File: config.mk
export PLATFORM = sky130hd
export DESIGN_NAME = hbc_ctrl
export DESIGN_NICKNAME = d
export VERILOG_FILES = /design/src/hdl/assert_macros.svh /design/src/hdl/hbc_pkg.sv /design/src/hdl/hbc_ctrl.sv
export SDC_FILE = /design/constraint.sdc
export NUM_CORES = 1
export LEC_CHECK = 0
export BUFFER_PORTS_ARGS = -buffer_cell sky130_fd_sc_hd__clkbuf_2
export CAP_MARGIN = 20
export CORE_AREA = 2 2 39 41
export DETAILED_ROUTE_END_ITERATION = 8
export DIE_AREA = 0 0 41 43
export HOLD_SLACK_MARGIN = 0.06
export SYNTH_ARGS = -nofsm -noshare
export SYNTH_HDL_FRONTEND = slang
export SYNTH_SLANG_ARGS = --single-unit
File: constraint.sdc
create_clock -name clk -period 2.15 [get_ports clk]
set_input_delay 0 -clock clk [delete_from_list [all_inputs] [get_ports clk]]
set_output_delay 0 -clock clk [all_outputs]
set_load 0.03 [all_outputs]
File: src/hdl/assert_macros.svh
// assertion helpers used by the datapath (hbc_dp)
`ifndef ASSERT_MACROS_SVH
`define ASSERT_MACROS_SVH

// condition holds at every clock edge out of reset
`define AST_ALWAYS(lbl, cond, msg) \
	lbl: assert property (@(posedge clk) disable iff (!arst_n) (cond)) else $error(msg);

// trigger implies the consequence in the next cycle
`define AST_NEXT(lbl, pre, post, msg) \
	lbl: assert property (@(posedge clk) disable iff (!arst_n) (pre) |=> (post)) else $error(msg);

`endif

File: src/hdl/hbc_pkg.sv
`timescale 1ns / 1ps
package hbc_pkg;

	localparam int NUM_SETS_DEF = 13;
	localparam int NUM_WAYS_DEF = 5;

	localparam logic [7:0]  CNT_MAX     = 8'hff;
	localparam logic [31:0] STAMP_LIMIT = 32'hffffffff;

	// remainder unit shifts in this many block number bits per cycle
	localparam int MOD_DIGIT = 4;
	localparam int MOD_STEPS = 32 / MOD_DIGIT;
	localparam int MCW       = $clog2(MOD_STEPS);

	localparam logic [1:0] OP_GET     = 2'd0;
	localparam logic [1:0] OP_RELEASE = 2'd1;
	localparam logic [1:0] OP_PIN     = 2'd2;
	localparam logic [1:0] OP_UNPIN   = 2'd3;

	localparam logic [1:0] ST_OK     = 2'd0;
	localparam logic [1:0] ST_NOFREE = 2'd1;
	localparam logic [1:0] ST_SAT    = 2'd2;

	typedef struct packed {
		logic [31:0] dev;
		logic [31:0] blk;
		logic [7:0]  cnt;
		logic [31:0] stamp;
		logic        vld;
	} entry_t;

	typedef struct packed {
		logic load;
		logic mod_step;
		logic set_home;
		logic rd;
		logic look;
		logic next_set;
		logic put;
	} cmd_t;

	typedef struct packed {
		logic in_get;
		logic in_bad;
		logic look_done;
		logic out_free;
	} sts_t;

endpackage

File: src/hdl/hbc_ctrl.sv
`timescale 1ns / 1ps
module hbc_ctrl (
	input  logic          clk,
	input  logic          arst_n,
	input  logic          in_valid,
	output logic          in_ready,
	input  hbc_pkg::sts_t sts,
	output hbc_pkg::cmd_t cmd
);

	typedef enum logic [4:0] {
		S_IDLE = 5'b00001,
		S_MOD  = 5'b00010,
		S_READ = 5'b00100,
		S_LOOK = 5'b01000,
		S_PUT  = 5'b10000
	} state_t;

	state_t state_q, state_d;
	logic [hbc_pkg::MCW-1:0] mcnt_q;
	logic mlast;

	assign mlast    = mcnt_q == hbc_pkg::MCW'(hbc_pkg::MOD_STEPS - 1);
	assign in_ready = state_q == S_IDLE;

	always_comb begin
		cmd     = '0;
		state_d = state_q;
		unique case (state_q)
			S_IDLE: begin
				if (in_valid) begin
					cmd.load = 1'b1;
					if (sts.in_get) state_d = S_MOD;
					else if (sts.in_bad) state_d = S_PUT;
					else state_d = S_READ;
				end
			end
			S_MOD: begin
				cmd.mod_step = 1'b1;
				if (mlast) begin
					cmd.set_home = 1'b1;
					state_d = S_READ;
				end
			end
			S_READ: begin
				cmd.rd  = 1'b1;
				state_d = S_LOOK;
			end
			S_LOOK: begin
				cmd.look = 1'b1;
				if (sts.look_done) state_d = S_PUT;
				else begin
					cmd.next_set = 1'b1;
					state_d = S_READ;
				end
			end
			S_PUT: begin
				if (sts.out_free) begin
					cmd.put = 1'b1;
					state_d = S_IDLE;
				end
			end
			default: state_d = S_IDLE;
		endcase
	end

	always_ff @(posedge clk or negedge arst_n) begin
		if (!arst_n) begin
			state_q <= S_IDLE;
			mcnt_q  <= '0;
		end else begin
			state_q <= state_d;
			if (cmd.load) mcnt_q <= '0;
			else if (cmd.mod_step) mcnt_q <= mcnt_q + 1'b1;
		end
	end

endmodule

Word-level counts from Yosys, hierarchy flattened:

Cells that the tools add are included.

* add/sub/neg operators: 1
* equality and inequality tests: 9
* muxes and demuxes: 18
* reduce and logical (&&, ||, !) cells: 2

Operators by type and width (count)
* 5-bit 2-to-1 mux: 6
* 5-bit one-hot mux with 5 select lines: 1
* 1-bit 2-to-1 mux: 7
* 3-bit 2-to-1 mux: 2
* 2-bit inequality test (second input constant): 3
* 5-bit by 1-bit == test with 1-bit output (second input constant): 1
* 5-bit by 2-bit == test with 1-bit output (second input constant): 1
* 5-bit by 3-bit == test with 1-bit output (second input constant): 1
* 5-bit by 4-bit == test with 1-bit output (second input constant): 1
* 5-bit == test (second input constant): 1
* 2-bit 2-to-1 mux: 2
* 3-bit by 1-bit adder with 3-bit output (second input constant): 1
* 3-bit == test (second input constant): 1
* 3-bit AND reduction: 1
* 2-bit nonzero test: 1

* bits in registers: 8
* bits of input ports: 7
* logic and storage cells: 32

Logic depth before layout (Yosys ltp):

Gate-level depths: netlist (run 1).

* depth in word-level cells: 5
* mapped depth: 6
* depth with buffers taken out: 5

Worst setup path before layout (run 1):

Ideal clock, no wire load.

* path type: register -> register
* from: register state_q[3]
* to: register state_q[1]
* data arrival time: 1883 ps
* required time: 2072 ps
* slack: 189 ps
* cell stages (with the launch flop): 7
* period minus slack after synthesis: 1961 ps
* path through: dfrtp_1 -> buf_6 -> or3_4 -> nor3b_2 -> and2_1 -> buf_4 -> o2bb2ai_1

* longest elaborated chain between the ends: 3

RTL lines
* start: declaration: line hbc_ctrl.sv:19 `state_t state_q, state_d;`
* start signal: assignment: line hbc_ctrl.sv:72 `state_q <= state_d;`
* 5-bit by 1-bit == test with 1-bit output *
* named net in_ready: line hbc_ctrl.sv:6 `output logic in_ready,`
* 2-bit inequality test (no source line)
* 3-bit AND reduction (no source line)

Mark *: on every way through the listed nets, which the timed path passes. The rest lies on a longest branch.
A chain may end at the register's enable or synchronous reset.

==> flow_summary_export.csv, run 1 <==
group,metric,value,unit
die,floorplan.die_area,1760,um2
final_layout,multiInputGateArea,274,um2
power_and_ir_drop,power_switching,0.349,mW
worst_setup_path,cp-end-kind,"primary output",
global_routing,use_met1,0.224,
drt,finalWirelength,1110,um
synthesis,synth_adder_area_share,0.0483,
final_layout,seqCellArea,201,um2
sta,worst_pin_slew,265,ps
sta,fin_crit_sh,0.895,
sta,fin_tns_setup,0,ps
global_routing,grt_max_degree,9,
sta,period_minus_slack,1930,ps
worst_setup_path,cpPeakStageDelay,450,ps
synthesis,ys_seq_elements,8,
min_path,worstHoldPathType,"in -> async",
placement,place_congestion,0.716,
die,start_util,0.374,
global_routing,grt_overflow_total,0,
worst_setup_path,rr_worst_depth,5,
global_routing,busiest_layer,"met1",
clocking,cts_tree,"yes",
clocking,cts_buffer_depth,2,
clocking,clock-sinks,8,
power_and_ir_drop,power.density,1170,nW/um2
final_layout,num-nets-final,87,
worst_setup_path,path_depth,5,
synthesis,synth_mux_area_frac,0.0193,
placement,port_buffers,14,
worst_setup_path,critical_path.slowest_cell,"dfrtp_1",
clocking,ctsRootBufferMaster,"clkbuf_4",
sta,max-slew-margin-rel,0.824,
drt,viasPerCell,4.95,
final_layout,n_antenna_cell,0,
power_and_ir_drop,internal_power,0.416,mW
die,top_level_ports,15,
global_routing,grt_pass1_wl,1880,um
global_routing,grt_use_met2,0.216,
global_routing,antenna_found_initial,0,
synthesis,synth_top_flop_cell,"dfrtp_1",
final_layout,mostFrequentLayoutCell,"clkbuf_2",
synthesis,yosysUniqueCellTypes,31,
run,cap_violations,0,
placement,dp_slack,496,ps
final_layout,postLayoutCoreUtil,0.471,
worst_setup_path,critPathBufInv,2,
final_layout,syn_to_final_growth,25.8,%
worst_setup_path,required,2150,ps
synthesis,synth-xor-area-share,0.0169,
synthesis,yosys.area_share.simple,0.314,
global_routing,grt_pass1_vias,405,
power_and_ir_drop,peakVddDrop,0.474,mV
drt,routedWlPerCell,11.9,um
clocking,cts_max_level,1,
worst_setup_path,cp_top_family,"simple AND/OR/NAND/NOR gates",
synthesis,async_reset_ff_frac,1.00,
synthesis,synth_edf_count,0,
synthesis,synth-compound-area-share,0.130,
clocking,post_cts_buffers,0,
drt,dr.pass1.iters,4,
die,die_h,43,um
worst_setup_path,critical_path_arrival,1930,ps
synthesis,syn_nets,67,
synthesis,synth_top_family_by_area,"simple AND/OR/NAND/NOR gates",
die,row_count,14,
sta,final-hold-violation-count,0,
placement,hpwl,828,um
sta,rsz0062_at_grt,"no",
drt,drt_iter0_drc,20,
final_layout,nFillCells,132,
clocking,cts_resized,0,
worst_setup_path,startpoint_type,"flop",
worst_setup_path,cp_max_fo,8,
synthesis,synth_area,518,um2
power_and_ir_drop,power_leakage,0.312,nW
global_routing,grt.total_usage,0.160,
power_and_ir_drop,p_seq_frac,0.342,
sta,fmax,0.519,GHz
final_layout,final_cell_mix,"14 x clkbuf_2, 7 x nor2_1, 7 x dfrtp_1, 6 x nand2_1, 5 x a21oi_1",
sta,fin_skew,10.1,ps
sta,fin_ws,225,ps
sta,setup_viol,0,
power_and_ir_drop,power_frac_comb,0.497,
power_and_ir_drop,p_sw_frac,0.456,
synthesis,synthCells,58,
final_layout,drive_gt1_frac,0.325,
die,fp.dieW,41,um
global_routing,use_met3,0.0471,
drt,vias,460,
clocking,hold_buffers,4,
synthesis,ys_seq_area_frac,0.389,
worst_setup_path,path_cells,"or3_4 -> or3b_4 -> clkinv_4 -> and2_1 -> clkbuf_2",
synthesis,synth_area_per_cell,8.93,um2
sta,drv_slew,0,
drt,ant_nets,0,
die,fp.coreArea,1380,um2
clocking,numCtsBuffers,3,
power_and_ir_drop,pwr-share-clk,0.161,
synthesis,yosysWarnings,0,
worst_setup_path,worstSetupPathType,"reg -> out",
clocking,clk_pin_slew,60,ps
run_status,status,"complete, no violations",
drt,drc_errors,0,
clocking,clk_latency,250,ps
area by class of cell:
cell class / instances / area share
well taps: 16 / 0.0307
multi-input cells: 43 / 0.420
clock buffers: 4 / 0.0403
repair buffers: 18 / 0.169
flip-flops and latches: 8 / 0.309
inverters: 4 / 0.0307
per-layer routing:
layer	vias to the layer above	part of all wire
li1	238	-
met1	209	0.48
met2	11	0.47
met3	2	0.044
met4	0	0.0090
met5	-	0
registers in the layout, indices dropped and copies added, names as in the netlist:
name,cells
state_q,5
mcnt_q,3
power groups by stage:
stage	Sequential, mW	Combinational, mW	Clock, mW
final	0.262	0.381	0.123
after global routing	0.269	0.413	0.135
after CTS	0.260	0.383	0.127
after detailed placement	0.263	0.374	0
after global placement	0.265	0.375	0
after floorplan	0.230	0.334	0
logic make-up (layout without fill, tap and decap cells):
| group | count (synthesis) | count (layout) |
|---|---|---|
| and+or+nand+nor | 28 | 28 |
| xor gates and xnor gates | 1 | 1 |
| muxes | 1 | 1 |
| DFF | 8 | 8 |
| buffers and inverters | 7 | 26 |
| adders and majority gates | 2 | 2 |
| AOI/OAI and AO/OA | 11 | 11 |
worst paths after layout:
path                                 start         end  slack [ps]
worst max-delay path            state_q[3]      cmd[4]         220
worst min-delay path                arst_n  state_q[4]         130
worst max register to register  state_q[3]   mcnt_q[0]         500
worst min register to register   mcnt_q[1]   mcnt_q[1]         540
max in group asynchronous           arst_n  state_q[0]        1760
min in group clk                  in_valid  state_q[0]         180
cells in the mapped netlist (2+ instances only):
cell	number	area (um2)
a21oi_1	5	25.0
and2_1	2	12.5
dfrtp_1	7	175
ha_1	2	25.0
inv_1	3	11.3
nand2_1	6	22.5
nor2_1	7	26.3
nor3_1	2	10.0
nor3b_1	2	15.0
stage by stage:
step | total power, mW | cells | area (um2) | hold WS, ps
after floorplan | 0.564 | 58 | 518 | -296
after global placement | 0.640 | 85 | 586 | -143
after detailed placement | 0.637 | 85 | 586 | -135
after CTS | 0.771 | 93 | 652 | 127
after global routing | 0.816 | 93 | 652 | 148
final | 0.765 | 93 | 652 | 128
Note: power is estimated with default switching activity, not from simulation.
==> run 2, diff against run 1 <==
CTS_CLUSTER_SIZE = 12   (was default)
clock period = 1.78 ns   (was 2.15 ns; I/O delays follow)
==> flow_summary_export.csv, run 2 (same netlist as run 1, synthesis figures left out) <==
group,metric,value,unit
sta,hold_slack,73.4,ps
placement,port_buffers,14,
sta,fin_ws,14.1,ps
final_layout,num-nets-final,93,
clocking,ctsRootBufferMaster,"clkbuf_4",
final_layout,n_antenna_cell,0,
final_layout,final_cell_mix,"13 x clkbuf_2, 7 x nor2_1, 7 x dfrtp_1, 6 x nand2_1, 6 x buf_4",
die,floorplan.die_area,1760,um2
worst_setup_path,rr_worst_depth,5,
sta,fin_tns_setup,0,ps
clocking,cts_buffer_depth,2,
final_layout,drive_gt1_frac,0.398,
worst_setup_path,cp-end-kind,"primary output",
worst_setup_path,cpPeakStageDelay,410,ps
final_layout,postLayoutCoreUtil,0.519,
global_routing,grt_pass1_vias,445,
global_routing,grt_max_degree,9,
clocking,cts_max_level,1,
worst_setup_path,path_cells,"or3_4 -> or3b_4 -> clkinv_4 -> and2_4 -> buf_8",
placement,dp_slack,110,ps
clocking,clk_pin_slew,50,ps
final_layout,syn_to_final_growth,38.6,%
sta,period_minus_slack,1770,ps
drt,vias,492,
sta,worst_pin_slew,293,ps
drt,dr.pass1.iters,4,
final_layout,regMostFlops,"state_q",
sta,final-hold-violation-count,0,
sta,fin_skew,5.82,ps
power_and_ir_drop,power.density,1410,nW/um2
global_routing,grt.total_usage,0.156,
drt,routedWlPerCell,11.6,um
placement,post_dp_cell_area,607,um2
run_status,status,"complete, no violations",
worst_setup_path,required,1780,ps
worst_setup_path,timing.rr.start,"state_q[2]",
die,start_util,0.374,
final_layout,final_area,718,um2
global_routing,antenna_found_initial,0,
min_path,min-delay-start,"in_valid",
clocking,clock-sinks,8,
global_routing,grt_overflow_total,0,
drt,drc_errors,0,
die,fp.dieW,41,um
drt,viasPerCell,4.97,
power_and_ir_drop,peakVddDrop,0.599,mV
global_routing,grt_pass1_wl,1800,um
worst_setup_path,critical_path.slowest_cell,"or3_4",
die,die_h,43,um
placement,place_congestion,0.741,
clocking,numCtsBuffers,3,
sta,drv_slew,0,
drt,ant_nets,0,
sta,max-slew-margin-rel,0.805,
min_path,worstHoldPathType,"in -> reg",
min_path,holdPathStages,3,
sta,fmax,0.566,GHz
die,top_level_ports,15,
final_layout,largest_registers,"state_q x5, mcnt_q x3",
clocking,clk_latency,250,ps
worst_setup_path,critical_path_arrival,1770,ps
sta,rsz0062_at_grt,"yes",
worst_setup_path,cp-startpoint,"state_q[2]",
power_and_ir_drop,power_leakage,0.351,nW
run,cap_violations,0,
placement,hpwl,865,um
worst_setup_path,worstSetupPathType,"reg -> out",
die,row_count,14,
drt,drt_iter0_drc,4,
sta,setup_viol,0,
drt,finalWirelength,1150,um
worst_setup_path,startpoint_type,"flop",
worst_setup_path,cp_max_fo,5,
final_layout,largest_register_ff_count,5,
clocking,cts_tree,"yes",
die,fp.coreArea,1380,um2
sta,fin_crit_sh,0.992,
final_layout,mostFrequentLayoutCell,"clkbuf_2",
[run 2: path summary, 6_finish.rpt]
kind	endpoint	slack [ps]
max	cmd[4]	10
min	state_q[0]	70
max reg2reg	state_q[4]	70
min reg2reg	mcnt_q[2]	530
max in group asynchronous	state_q[0]	1410
min in group asynchronous	mcnt_q[0]	120
[run 2: where the power goes]
group	internal [mW]	leakage [nW]	switching (mW)
Sequential	0.237	0.106	0.0590
Clock	0.0859	0.0150	0.0647
Combinational	0.246	0.229	0.320
Total	0.569	0.351	0.444
[run 2: layout make-up]
cell class	count	area, um2
clock buffer	4	26.3
multi-input combinational	43	285
inverter	4	20.0
tap	16	20.0
sequential	8	201
timing repair buffer	24	165
fill	142	666
[run 2: through the flow]
step                power (mW)  std cells
finish                    1.01         99
detailed placement       0.816         87
floorplan                0.717         58
global placement         0.813         87
global route              1.09         99
CTS                       1.01         97
[run 2: what timing repair did]
item | CTS | global route
cloned | 0 | 0
gates resized for setup | 4 | 2
buffers inserted | 2 | 2
hold buffers | 4 | 0
pin swaps | 3 | 2
endpoints found under the setup margin | 3 | 4
hold endpoints to repair | 11 | 0
[run 2: routing by layer]
metal / global-route usage / routed length (um) / vias to the layer above
met1: 0.178 / 474 / 225
met4: 0.100 / 12 / 0
met3: 0.0314 / 54 / 2
li1: - / - / 252
met5: 0 / 0 / -
met2: 0.247 / 603 / 13
[run 2: critical path, delay by kind of cell (launching register included)]
family	cells	cell delay (ps)
and+or+nand+nor	3	950
DFF	1	390
buffers and inverters	2	180
